**src/rtl/yaz_pkg.sv**
```systemverilog
// shared types and constants for the yaz0 stream decompressor
`default_nettype none
package yaz_pkg;

  // fixed format constants
  localparam int unsigned WindowSize = 4096;
  localparam int unsigned WinAw      = 12;
  localparam int unsigned LenW       = 25;
  localparam logic [4:0]  HeaderBytes  = 5'd16;
  localparam logic [8:0]  ShortLenBias = 9'd2;
  localparam logic [8:0]  LongLenBase  = 9'h12;
  localparam int unsigned CmdDepth   = 2;

  // input word
  typedef struct packed {
    logic [7:0] in_byte;
    logic       stream_start;
  } in_t;

  // output word
  typedef struct packed {
    logic [63:0] out_data;
    logic [3:0]  out_count;
    logic        run_last;
    logic        stream_done;
    logic        bad_reference;
  } out_t;

  // command classes passed from parser to executor
  typedef enum logic [1:0] {
    CMD_HDR,
    CMD_NOP,
    CMD_LIT,
    CMD_CPY
  } cmd_kind_e;

  typedef struct packed {
    logic       restart;
    cmd_kind_e  kind;
    logic [7:0] lit;
    logic [11:0] dist_m1;
    logic [8:0] len;
  } cmd_t;

endpackage
`default_nettype wire

```
**src/rtl/yaz_front.sv**
```systemverilog
// parser: marks the header bytes and turns code, literal and reference bytes into commands
`default_nettype none
module yaz_front import yaz_pkg::*; (
  input  wire logic clk_i,
  input  wire logic rst_ni,
  input  wire logic in_valid_i,
  input  wire in_t  in_data_i,
  input  wire logic q_full_i,
  output logic      push_o,
  output cmd_t      cmd_o
);

  localparam logic [2:0] PH_HEADER = 3'd0;
  localparam logic [2:0] PH_CODE   = 3'd1;
  localparam logic [2:0] PH_ITEM   = 3'd2;
  localparam logic [2:0] PH_REF2   = 3'd3;
  localparam logic [2:0] PH_REF3   = 3'd4;

  logic [2:0] ph_q, ph_d, ph_e;
  logic [4:0] hl_q, hl_d, hl_e;
  logic [7:0] gc_q, gc_d, gc_e;
  logic [3:0] gb_q, gb_d, gb_e;
  logic [7:0] r1_q, r1_d, r1_e;
  logic [7:0] r2_q, r2_d, r2_e;
  logic       ss;
  logic [7:0] b;
  logic [3:0] gb_dec;

  assign push_o = in_valid_i & ~q_full_i;
  assign ss     = in_data_i.stream_start;
  assign b      = in_data_i.in_byte;

  // restart applied before the byte is parsed
  assign ph_e = ss ? PH_HEADER   : ph_q;
  assign hl_e = ss ? HeaderBytes : hl_q;
  assign gc_e = ss ? 8'd0 : gc_q;
  assign gb_e = ss ? 4'd0 : gb_q;
  assign r1_e = ss ? 8'd0 : r1_q;
  assign r2_e = ss ? 8'd0 : r2_q;
  assign gb_dec = (gb_e != 4'd0) ? gb_e - 4'd1 : 4'd0;

  // byte classification
  always_comb begin
    ph_d = ph_e;
    hl_d = hl_e;
    gc_d = gc_e;
    gb_d = gb_e;
    r1_d = r1_e;
    r2_d = r2_e;
    cmd_o.restart = ss;
    cmd_o.kind    = CMD_NOP;
    cmd_o.lit     = b;
    cmd_o.dist_m1 = 12'd0;
    cmd_o.len     = 9'd0;
    unique case (ph_e)
      PH_HEADER: begin
        cmd_o.kind = CMD_HDR;
        hl_d = (hl_e != 5'd0) ? hl_e - 5'd1 : hl_e;
        if (hl_d == 5'd0) ph_d = PH_CODE;
      end
      PH_CODE: begin
        gc_d = b;
        gb_d = 4'd8;
        ph_d = PH_ITEM;
      end
      PH_ITEM: begin
        if (gc_e[7]) begin
          cmd_o.kind = CMD_LIT;
          gc_d = {gc_e[6:0], 1'b0};
          gb_d = gb_dec;
          ph_d = (gb_dec == 4'd0) ? PH_CODE : PH_ITEM;
        end else begin
          r1_d = b;
          ph_d = PH_REF2;
        end
      end
      PH_REF2: begin
        r2_d = b;
        if (r1_e[7:4] != 4'd0) begin
          cmd_o.kind    = CMD_CPY;
          cmd_o.dist_m1 = {r1_e[3:0], b};
          cmd_o.len     = {5'd0, r1_e[7:4]} + ShortLenBias;
          gc_d = {gc_e[6:0], 1'b0};
          gb_d = gb_dec;
          ph_d = (gb_dec == 4'd0) ? PH_CODE : PH_ITEM;
        end else begin
          ph_d = PH_REF3;
        end
      end
      PH_REF3: begin
        cmd_o.kind    = CMD_CPY;
        cmd_o.dist_m1 = {r1_e[3:0], r2_e};
        cmd_o.len     = {1'b0, b} + LongLenBase;
        gc_d = {gc_e[6:0], 1'b0};
        gb_d = gb_dec;
        ph_d = (gb_dec == 4'd0) ? PH_CODE : PH_ITEM;
      end
      default: ph_d = PH_CODE;
    endcase
  end

  // parse state
  always_ff @(posedge clk_i or negedge rst_ni) begin
    if (!rst_ni) begin
      ph_q <= PH_HEADER;
      hl_q <= HeaderBytes;
      gc_q <= 8'd0;
      gb_q <= 4'd0;
      r1_q <= 8'd0;
      r2_q <= 8'd0;
    end else if (push_o) begin
      ph_q <= ph_d;
      hl_q <= hl_d;
      gc_q <= gc_d;
      gb_q <= gb_d;
      r1_q <= r1_d;
      r2_q <= r2_d;
    end
  end

endmodule
`default_nettype wire

```
**config.mk**
```make
export PLATFORM = sky130hd
export DESIGN_NAME = yaz_front
export DESIGN_NICKNAME = d
export VERILOG_FILES = /design/src/rtl/yaz_pkg.sv /design/src/rtl/yaz_front.sv
export SDC_FILE = /design/constraint.sdc
export NUM_CORES = 1
export LEC_CHECK = 0
export BUFFER_PORTS_ARGS = -buffer_cell sky130_fd_sc_hd__buf_2
export CAP_MARGIN = 5
export CORE_UTILIZATION = 25
export CTS_BUF_LIST = sky130_fd_sc_hd__clkbuf_4 sky130_fd_sc_hd__clkbuf_8
export CTS_CLUSTER_DIAMETER = 30
export DETAILED_ROUTE_END_ITERATION = 8
export PLACE_DENSITY = 0.42
export SETUP_SLACK_MARGIN = 0.3
export SLEW_MARGIN = 20
export SYNTH_ARGS = -nofsm -noshare
export SYNTH_HDL_FRONTEND = slang
export SYNTH_SLANG_ARGS = --single-unit
```
**constraint.sdc**
```tcl
create_clock -name clk_i -period 4.44 [get_ports clk_i]
set_input_delay 1.332 -clock clk_i [delete_from_list [all_inputs] [get_ports clk_i]]
set_output_delay 1.332 -clock clk_i [all_outputs]
set_load 0.01 [all_outputs]
```
==> flow_summary.json <==
{
  "fin_util": 0.303,
  "grt.overflow.total": 0,
  "grt_pass1_vias": 2012,
  "hp-class": "reg -> reg",
  "rsz0062_at_grt": "no",
  "num_vias": 2042,
  "cts.hold.buffers_added": 0,
  "die_x_um": 98.6,
  "fp-row-count": 34,
  "final_antenna_net_count": 0,
  "syn_nets": 257,
  "yosysSeqAreaShare": 0.387,
  "dieArea_um2": 9710,
  "ys.flop_type": "dfrtp_1",
  "synth_top_area_cell": "dfrtp_1",
  "grt_pass1_wl_um": 10800,
  "place_congestion": 0.735,
  "ys_warn_count": 0,
  "synth_cells": 240,
  "finalCritPeriodShare": 0.910,
  "num-fill-cells": 945,
  "slew_violations": 0,
  "wl_per_cell_um": 17.1,
  "drv_cap": 0,
  "drtIter0Drc": 114,
  "r2r-start": "ph_q[1]$_DFFE_PN0P_",
  "dp_hpwl_um": 4650,
  "ios": 46,
  "synth_top_cell_area_share": 0.376,
  "synthTopCellsByArea": "dfrtp_1 (38%), a22o_1 (11%), buf_4 (2.9%)",
  "nets": 292,
  "worstPathMaxFanout": 9,
  "syn-cell-area_um2": 2330,
  "r2r_slack_ns": 2.13,
  "finClkSkew_ns": 0.00800,
  "multiInputGateArea_um2": 1280,
  "finalHoldViolCount": 0,
  "numClockSinks": 36,
  "stdcell_count": 384,
  "holdPathStages": 1,
  "drc": 0,
  "synth-edff-count": 0,
  "min_to": "r1_q[1]$_DFFE_PN0P_",
  "worstPathRequired_ns": 3.11,
  "worstSetupStartpointType": "input port",
  "setup_viol": 0,
  "grt_use_total": 0.143,
  "max-vdd-ir-drop_v": 0.000122,
  "io_buffers": 45,
  "cts_tree": "yes",
  "cts-root-buf": "clkbuf_8",
  "antenna_found_initial": 0,
  "syn_area_per_cell_um2": 9.71,
  "ff2ff_path_depth": 4,
  "insertion_delay_ns": 0.30,
  "final_common_cell": "buf_2",
  "slew-limit-headroom": 0.403,
  "grt_max_degree": 37,
  "final_cell_mix": "buf_2 (45), dfrtp_1 (35), a22o_1 (29)",
  "clockBufferDepth": 2,
  "hold_start": "r1_q[1]$_DFFE_PN0P_",
  "fmax_mhz": 248,
  "leakagePower_nw": 1.25,
  "worst_pin_slew_ns": 0.888,
  "viasPerCell": 5.32,
  "dr.pass1.iters": 4,
  "setup_tns_ns": 0,
  "initial_utilization": 0.262,
  "yosys.cell_types.count": 59,
  "drt-total-wl_um": 6550,
  "dpl-instance-area_um2": 2600,
  "final_layout_size_suffix_gt1_frac": 0.250,
  "fp.coreArea_um2": 8890,
  "criticalPathCategory": "in -> out",
  "path_clk_slew_ns": 0.08,
  "placed_cells": 376,
  "regArea_um2": 902,
  "endpoint_kind": "output port",
  "synth-seq-cells": 36,
  "chipHeight_um": 98.6,
  "fin_area_um2": 2700,
  "area_delta_synth_final_pct": 15.7,
  "timing.rr.end": "hl_q[0]$_DFFE_PN0P_",
  "cts_buffers": 5,
  "holdWs_ns": 0.501,
  "power_per_cell_area_nw_per_um2": 473,
  "status": "finished, final reports clean",
  "critPathArrivalTime_ns": 2.71,
  "antenna_cells": 0,
  "h-tree-depth": 2,
  "fin_crit_ns": 4.04,
  "synthArstFlopShare": 1.00
}
[layer usage]
metal,global-route usage,share of wire
met1,0.197,0.48
met2,0.229,0.47
met3,0.0284,0.038
met4,0.0379,0.012
met5,0,0
[logic make-up (layout without fill, tap and decap cells)]
logic type                 Yosys count  count (layout)  synth area share
muxes                                3               3            0.0134
DFF                                 36              36             0.387
and+or+nand+nor                     75              75             0.186
AOI/OAI and AO/OA                   87              87             0.301
xor gates and xnor gates             7               7            0.0263
buffers and inverters               28              64            0.0649
adders and majority gates            4               4            0.0215
[layout make-up]
cell class | count | share of cell area
timing repair buffer | 50 | 0.0974
clock inverter | 3 | 0.00881
inverter | 6 | 0.00835
tap | 108 | 0.0501
sequential | 36 | 0.334
clock buffer | 5 | 0.0255
multi-input combinational | 176 | 0.475
[critical path, stage by stage]
cell	delay [ns]
buf_2	0.15
or4b_1	0.72
o21ai_4	0.20
and2_1	0.17
buf_2	0.13
[state kept, by name, summed over array words and instances, names as in the netlist]
name  cells
gc_q      8
r1_q      8
hl_q      5
ph_q      3
r2_q      8
gb_q      4
[through the flow]
stage | total power [mW] | worst slack (ns)
after global placement | 1.04 | 0.408
after floorplan | 0.906 | 0.646
after detailed placement | 1.04 | 0.403
after CTS | 1.29 | 0.395
final | 1.28 | 0.401
after global routing | 1.38 | 0.310
[synth_stat cells, types with 2 or more instances]
cell type and count:
or3_1 2, inv_1 6, nand2b_1 5, dfrtp_1 35, a32oi_1 3, clkbuf_1 7, nand3_1 2, xor2_1 4
o211ai_1 2, a21oi_1 7, o21ai_1 3, o21a_1 3, a22o_1 29, nor2_1 13, o21ai_0 10, nand2_1 12
or4_1 2, nor3_1 10, ha_1 4, o2bb2ai_1 4, o2111ai_1 2, nor3b_1 2, xnor2_1 3, buf_2 4
a221o_1 6, and2_1 10, a21o_1 2, buf_4 9, o31ai_1 2, and3_1 4, nor2b_1 4, mux2i_1 2
[repair_timing]
action / in CTS / in global routing
gates resized for setup: 0 / 1
setup endpoints to repair: 0 / 2
buffers inserted: 0 / 0
[power by group]
part	leakage (nW)	total, mW	internal, mW	switching (mW)
clock	0.0404	0.244	0.111	0.133
sequential	0.476	0.568	0.423	0.145
combinational	0.738	0.465	0.217	0.248
total	1.25	1.28	0.752	0.525
[worst max-delay path by stage]
stage / slack (ns) / to / cells after the start / startpoint
finish: 0.40 / cmd_o[19] / 5 / in_data_i[0]
global route: 0.31 / cmd_o[18] / 5 / in_data_i[0]
CTS: 0.39 / cmd_o[19] / 5 / in_data_i[0]
detailed placement: 0.40 / cmd_o[19] / 5 / in_data_i[0]
global placement: 0.41 / cmd_o[18] / 5 / in_data_i[0]
floorplan: 0.65 / cmd_o[10] / 4 / in_data_i[0]
Power figures use the tool's default switching activity.
