### src/rtl/yaz_pkg.sv
// shared types and constants for the yaz0 stream decompressor
`default_nettype none
package yaz_pkg;

  // fixed format constants
  localparam int unsigned WindowSize = 4096;
  localparam int unsigned WinAw      = 12;
  localparam int unsigned LenW       = 25;
  localparam logic [4:0]  HeaderBytes  = 5'd16;
  localparam logic [8:0]  ShortLenBias = 9'd2;
  localparam logic [8:0]  LongLenBase  = 9'h12;
  localparam int unsigned CmdDepth   = 2;

  // input word
  typedef struct packed {
    logic [7:0] in_byte;
    logic       stream_start;
  } in_t;

  // output word
  typedef struct packed {
    logic [63:0] out_data;
    logic [3:0]  out_count;
    logic        run_last;
    logic        stream_done;
    logic        bad_reference;
  } out_t;

  // command classes passed from parser to executor
  typedef enum logic [1:0] {
    CMD_HDR,
    CMD_NOP,
    CMD_LIT,
    CMD_CPY
  } cmd_kind_e;

  typedef struct packed {
    logic       restart;
    cmd_kind_e  kind;
    logic [7:0] lit;
    logic [11:0] dist_m1;
    logic [8:0] len;
  } cmd_t;

endpackage
`default_nettype wire

### src/rtl/yaz_cmd_fifo.sv
// short command queue between parser and executor
`default_nettype none
module yaz_cmd_fifo import yaz_pkg::*; (
  input  wire logic clk_i,
  input  wire logic rst_ni,
  input  wire logic push_i,
  input  wire cmd_t cmd_i,
  input  wire logic pop_i,
  output logic      full_o,
  output logic      valid_o,
  output cmd_t      cmd_o
);

  localparam int unsigned PtrW = $clog2(CmdDepth);

  cmd_t              mem_q [CmdDepth];
  logic [PtrW-1:0]   wp_q, rp_q;
  logic [PtrW:0]     cnt_q;

  assign full_o  = (cnt_q == (PtrW+1)'(CmdDepth));
  assign valid_o = (cnt_q != '0);
  assign cmd_o   = mem_q[rp_q];

  // pointers and fill level
  always_ff @(posedge clk_i or negedge rst_ni) begin
    if (!rst_ni) begin
      wp_q  <= '0;
      rp_q  <= '0;
      cnt_q <= '0;
    end else begin
      if (push_i) wp_q <= wp_q + PtrW'(1);
      if (pop_i)  rp_q <= rp_q + PtrW'(1);
      unique case ({push_i, pop_i})
        2'b10:   cnt_q <= cnt_q + (PtrW+1)'(1);
        2'b01:   cnt_q <= cnt_q - (PtrW+1)'(1);
        default: cnt_q <= cnt_q;
      endcase
    end
  end

  // entry storage
  always_ff @(posedge clk_i) begin
    if (push_i) mem_q[wp_q] <= cmd_i;
  end

`ifndef SYNTHESIS
  a_no_overflow: assert property (@(posedge clk_i) disable iff (!rst_ni)
    cnt_q <= (PtrW+1)'(CmdDepth)) else $error("command queue overfilled");
  a_pop_nonempty: assert property (@(posedge clk_i) disable iff (!rst_ni)
    pop_i |-> valid_o) else $error("pop from empty command queue");
  a_push_room: assert property (@(posedge clk_i) disable iff (!rst_ni)
    push_i |-> !full_o) else $error("push into full command queue");
`endif

endmodule
`default_nettype wire

### config.mk
export PLATFORM = sky130hd
export DESIGN_NAME = yaz_cmd_fifo
export DESIGN_NICKNAME = d
export VERILOG_FILES = /design/src/rtl/yaz_pkg.sv /design/src/rtl/yaz_cmd_fifo.sv
export SDC_FILE = /design/constraint.sdc
export NUM_CORES = 1
export LEC_CHECK = 0
export BUFFER_PORTS_ARGS = -buffer_cell sky130_fd_sc_hd__buf_2
export CORE_MARGIN = 8
export CORE_UTILIZATION = 47
export CTS_BUF_LIST = sky130_fd_sc_hd__clkbuf_16
export DETAILED_ROUTE_END_ITERATION = 16
export HOLD_SLACK_MARGIN = 0.06
export PLACE_DENSITY_LB_ADDON = 0.3
export RECOVER_POWER = 50
export SETUP_SLACK_MARGIN = 0.3
export SYNTH_ARGS = -nofsm -noshare
export SYNTH_HDL_FRONTEND = slang
export SYNTH_SLANG_ARGS = --single-unit
### constraint.sdc
create_clock -name clk_i -period 2.34 [get_ports clk_i]
set_clock_uncertainty 0.05 [all_clocks]
set_input_delay 0.234 -clock clk_i [delete_from_list [all_inputs] [get_ports clk_i]]
set_output_delay 0.234 -clock clk_i [all_outputs]
set_load 0.1 [all_outputs]
==> reports/qor.json, run 1 <==
{
  "run_status": {
    "status": "finished, final reports clean"
  },
  "min_path": {
    "min_delay_path_depth": 2,
    "timing.hold.worst.start": "push_i",
    "whs_endpoint": "wp_q",
    "hold_class": "input port to register"
  },
  "clock_tree": {
    "clock-root-buffer": "sky130_fd_sc_hd__clkbuf_16",
    "cts_max_path_buffers": 2,
    "cts-buffers-inserted": 9,
    "tritoncts": "done",
    "worstSkewPairLatency_ps": 310,
    "clkSinkCount": 68,
    "clkSlewWorstSetupHoldPaths_ps": 50,
    "htreeDepth": 3
  },
  "sta": {
    "period_minus_slack_ps": 2040,
    "worst_pin_slew_ps": 835,
    "tcrit_tclk_final_pct": 87.1,
    "final-max-slew-violation-count": 0,
    "fmaxAchievable_ghz": 0.490,
    "hold_viol_final": 0,
    "setup_repair_after_global_routing_missed_its_margin": "no",
    "setup_viol": 0,
    "worst_slew_margin_rel_pct": 44.4,
    "totalNegativeSetupSlack_ps": 0
  },
  "run": {
    "cap_violations": 0
  },
  "global_routing": {
    "grt_overflow_total": 0,
    "grt_first_pass_wirelength_mm": 7.81,
    "grt_max_degree": 33,
    "first_global_vias": 1638,
    "initial_antenna_violation_count": 0,
    "groute.usage.overall_pct": 12.2
  },
  "synth": {
    "yosys_register_bits": 68,
    "netlist.area_leader.share_pct": 72.6,
    "post_synth.cell_area_avg_um2": 22.8,
    "synth_top_cells_by_area": "sky130_fd_sc_hd__edfxtp_1 73%, sky130_fd_sc_hd__mux2_4 16%, sky130_fd_sc_hd__dfrtp_1 3.8%",
    "synth_area_leader_cell": "sky130_fd_sc_hd__edfxtp_1",
    "synth_area_mm2": 0.00265,
    "post_synth_num_cell_types": 14,
    "mappedNetlistNets": 153,
    "synth.yosys.warnings": 0,
    "synthesis.instances": 116,
    "seq_area_frac_synth_pct": 76.3
  },
  "setup_path": {
    "ff2ff_setup_slack_ps": 740,
    "regToRegStartpoint": "wp_q",
    "setup.worst_path.start_class": "register",
    "critPathArrivalTime_ps": 1750,
    "criticalPathCategory": "register to primary output",
    "cp-end-kind": "primary output",
    "cp_max_fo": 17,
    "critical_path_required_ps": 2060,
    "crit-reg2reg-capture": "mem_q[0][8]",
    "rr_worst_depth": 2
  },
  "finish": {
    "seq_area_mm2": 0.00202,
    "nets": 262,
    "layout_common_cells": "64 x sky130_fd_sc_hd__edfxtp_1, 43 x sky130_fd_sc_hd__buf_2, 29 x sky130_fd_sc_hd__mux2_4",
    "antenna-diode-count": 0,
    "drive_above_1_share_pct": 40.9,
    "num-fill-cells": 402,
    "most_common_cell_after_layout_fill_and_taps_aside": "sky130_fd_sc_hd__edfxtp_1",
    "layout-area-overhead-vs-synth_pct": 35.1,
    "multiInputGateArea_um2": 559
  },
  "routing": {
    "detailroute.via_count": 1359,
    "wire_per_inst_um": 15.5,
    "dr.first_iter.drc_count": 42,
    "vias_per_cell": 4.50,
    "firstDrtPassIters": 4,
    "route.detailed.drc": 0,
    "drtAntennaViolNets": 0,
    "drt_wl_total_mm": 4.67
  },
  "floorplanning": {
    "top_level_ports": 70,
    "die-area_mm2": 0.00829,
    "initial_utilization_pct": 48.4,
    "rows": 27,
    "placeableCoreArea_mm2": 0.00547,
    "die_x_um": 91.1,
    "die_h_um": 91.1
  },
  "placement": {
    "gpl.final_weighted_congestion": 0.679,
    "port_buffers": 69
  }
}
## Yosys cell counts
cell type                  count
sky130_fd_sc_hd__buf_6         1
sky130_fd_sc_hd__xnor2_1       2
sky130_fd_sc_hd__and2_1        1
sky130_fd_sc_hd__buf_12        3
sky130_fd_sc_hd__ha_1          1
sky130_fd_sc_hd__nor2b_1       1
sky130_fd_sc_hd__mux2_4       29
sky130_fd_sc_hd__edfxtp_1     64
sky130_fd_sc_hd__or2_2         1
sky130_fd_sc_hd__mux2_2        3
sky130_fd_sc_hd__xor2_1        3
sky130_fd_sc_hd__nor2_1        2
sky130_fd_sc_hd__dfrtp_1       4
sky130_fd_sc_hd__inv_1         1
## kinds of logic (layout without fill, tap and decap cells)
kind of cell / Yosys count / after routing / synth area share, %
XOR/XNOR: 5 / 5 / 1.65
adder cells (fa/ha/maj): 1 / 1 / 0.472
buffers and inverters: 5 / 119 / 2.83
flip-flops: 68 / 68 / 76.3
multiplexers: 32 / 32 / 17.7
AND/OR/NAND/NOR: 5 / 5 / 0.993
## metrics by stage
stage               hold WS, ps  std cells  instance area, µm²  util [%]  worst slack [ps]
CTS                        60.1        302                3620      66.1               370
global route               91.8        302                3580      65.4               223
floorplan                  -112        116                2650         -               307
global placement          -5.42        256                3060      55.9               516
finish                     84.2        302                3580      65.4               301
detailed placement       -0.219        256                3060      55.9               488
## state kept, by name, summed over array words and instances, names as in the netlist
register,cells
mem_q,64
rp_q,1
cnt_q,2
wp_q,1
## worst max-delay path, cell delays in order (launching register included)
cell and delay (ps):
sky130_fd_sc_hd__dfrtp_1 590, sky130_fd_sc_hd__buf_12 240, sky130_fd_sc_hd__mux2_4 310, sky130_fd_sc_hd__buf_2 290
## how the worst max path moves through the flow
| stage | start | end | slack (ps) | cells past startpoint |
|---|---|---|---|---|
| after floorplan | cnt_q[0] | full_o | 310 | 1 |
| after CTS | rp_q | cmd_o[1] | 370 | 3 |
| final | rp_q | cmd_o[3] | 300 | 3 |
| after global placement | rp_q | cmd_o[18] | 520 | 3 |
| after detailed placement | rp_q | cmd_o[3] | 490 | 3 |
| after global routing | rp_q | cmd_o[3] | 220 | 3 |
## layout make-up
| class | instances | share of cell area, % |
|---|---|---|
| repair buffers | 102 | 18.2 |
| inverters | 1 | 0.105 |
| flip-flops and latches | 68 | 56.5 |
| well taps | 72 | 2.52 |
| clock inverters | 7 | 0.804 |
| clock buffers | 9 | 6.29 |
| multi-input cells | 43 | 15.6 |
## metal layers
metal	vias to the layer above	global-route usage, %	wire [µm]
met5	-	0	0
met4	0	6.96	63
met3	6	4.69	327
met2	50	20.6	2330
met1	635	12.7	1940
li1	668	-	-
## repair_timing
item / in CTS / in global routing
hold endpoints to repair: 54 / 0
endpoints found under the setup margin: 16 / 0
hold buffers: 27 / 0
buffers inserted: 3 / 0
gates resized for setup: 1 / 0
Power of run 1 is not shown: default switching activity piles up to over one toggle a cycle in this logic, so the estimate is an artifact.
==> inputs of run 2 (changes only) <==
--- a/config.mk
+++ b/config.mk
@@ -6,6 +6,7 @@
 export NUM_CORES = 1
 export LEC_CHECK = 0
 export BUFFER_PORTS_ARGS = -buffer_cell sky130_fd_sc_hd__buf_2
+export CORE_ASPECT_RATIO = 2
 export CORE_MARGIN = 8
 export CORE_UTILIZATION = 47
 export CTS_BUF_LIST = sky130_fd_sc_hd__clkbuf_16
==> run 2 against run 1 <==
Against the previous run:
- critical path depth is the same
- global-route usage decreased by 0.17 points
- sequential share of layout area shrank 2.1 points
- design area grew 3.8%
==> reports/qor.json, run 2 (synthesized netlist as in run 1, its figures left out) <==
{
  "run_status": {
    "status": "finished, final reports clean"
  },
  "clock_tree": {
    "cts_max_path_buffers": 2,
    "post-cts-setup-buffers": 0,
    "clkSinkCount": 68,
    "worstSkewPairLatency_ps": 320,
    "htreeDepth": 3,
    "clock-root-buffer": "sky130_fd_sc_hd__clkbuf_16",
    "tritoncts": "done",
    "clkSlewWorstSetupHoldPaths_ps": 50,
    "cts-buffers-inserted": 9
  },
  "sta": {
    "tcrit_tclk_final_pct": 85.1,
    "period_minus_slack_ps": 1990,
    "setup_repair_after_global_routing_missed_its_margin": "no",
    "fmaxAchievable_ghz": 0.502,
    "worst_slew_margin_rel_pct": 44.0,
    "setup_viol": 0,
    "totalNegativeSetupSlack_ps": 0,
    "final-max-slew-violation-count": 0,
    "worst_pin_slew_ps": 837,
    "hold_viol_final": 0
  },
  "routing": {
    "wire_per_inst_um": 16.8,
    "drt_wl_total_mm": 4.98,
    "drtAntennaViolNets": 0,
    "firstDrtPassIters": 4,
    "dr.first_iter.drc_count": 54,
    "vias_per_cell": 4.79,
    "route.detailed.drc": 0,
    "detailroute.via_count": 1419
  },
  "setup_path": {
    "critical_path_required_ps": 2060,
    "ff2ff_setup_slack_ps": 550,
    "critical_path_buf_inv_count": 2,
    "path_cells": "buf_4 -> mux2_4 -> buf_2",
    "critPathMaxStageDelay_ps": 470,
    "cp-end-kind": "primary output",
    "criticalPathCategory": "register to primary output",
    "setup.worst_path.start_class": "register",
    "critPathArrivalTime_ps": 1710,
    "rr_worst_depth": 2,
    "cp_max_fo": 12,
    "top_family_by_delay_on_critical_path": "buffers and inverters",
    "regToRegStartpoint": "wp_q",
    "crit-reg2reg-capture": "mem_q[0][17]",
    "timing.critical_path.slowest_stage_cell": "sky130_fd_sc_hd__dfrtp_2"
  },
  "finish": {
    "most_common_cell_after_layout_fill_and_taps_aside": "sky130_fd_sc_hd__edfxtp_1",
    "reg_top3": "mem_q (64), cnt_q (2)",
    "layout-area-overhead-vs-synth_pct": 40.3,
    "finish.cell_count_without_fillers": 296,
    "design_area_mm2": 0.00372,
    "fin_util_pct": 68.6,
    "num-fill-cells": 380,
    "largest_register": "mem_q",
    "drive_above_1_share_pct": 43.2,
    "layout_common_cells": "64 x sky130_fd_sc_hd__edfxtp_1, 44 x sky130_fd_sc_hd__buf_2, 34 x sky130_fd_sc_hd__dlygate4sd3_1",
    "antenna-diode-count": 0,
    "largest_register_ffs": 64,
    "nets": 268
  },
  "floorplanning": {
    "placeableCoreArea_mm2": 0.00542,
    "top_level_ports": 70,
    "die_x_um": 69.1,
    "die-area_mm2": 0.00844,
    "die_h_um": 122,
    "rows": 38,
    "initial_utilization_pct": 48.9
  },
  "global_routing": {
    "first_global_vias": 1634,
    "initial_antenna_violation_count": 0,
    "groute.usage.overall_pct": 12.0,
    "grt_first_pass_wirelength_mm": 7.87,
    "grt_overflow_total": 0,
    "grt_max_degree": 26
  },
  "placement": {
    "port_buffers": 69,
    "post-place-cells": 246,
    "dpl-instance-area_mm2": 0.00307,
    "gpl.final_weighted_congestion": 0.701,
    "dp.final_hpwl_mm": 3.50
  },
  "run": {
    "cap_violations": 0
  },
  "min_path": {
    "min_delay_path_depth": 2,
    "whs_endpoint": "wp_q",
    "timing.hold.worst.start": "push_i",
    "hold_class": "input port to register"
  }
}
run 2: through the flow:
step / setup WS [ps] / hold WS [ps]
detailed placement: 673 / -0.280
finish: 348 / 73.8
global route: 302 / 91.9
CTS: 323 / 66.9
floorplan: 307 / -112
global placement: 701 / -6.43
run 2: cell type report:
class                      instances  area, µm²  area share (%)
tap                               60       75.1            2.02
inverter                           1       3.75           0.101
timing repair buffer             108        732            19.7
multi-input combinational         43        552            14.8
sequential                        68       2020            54.4
clock inverter                     7        106            2.86
clock buffer                       9        225            6.06
run 2: worst max-delay path by stage:
stage | from | endpoint | slack [ps] | depth (start not counted)
2_1_floorplan | cnt_q[0] | full_o | 310 | 1
3_3_place_gp | rp_q | cmd_o[24] | 700 | 3
3_5_place_dp | rp_q | cmd_o[24] | 670 | 3
4_1_cts | rp_q | cmd_o[24] | 320 | 3
5_1_grt | rp_q | cmd_o[6] | 300 | 3
6_report | rp_q | cmd_o[6] | 350 | 3
run 2: timing repair:
| item | in CTS | in global routing |
|---|---|---|
| hold buffers | 34 | 0 |
| hold endpoints to repair | 68 | 0 |
| resized for setup | 0 | 3 |
| setup endpoints to repair | 0 | 3 |
run 2: metal layers:
metal	share of wire [%]	track usage (%)	vias to the layer above
met2	56	21.6	51
met3	7.0	4.97	8
met5	0	0	-
met4	1.9	6.97	0
li1	-	-	679
met1	35	11.0	681
Power of run 2 is left out for the same reason.
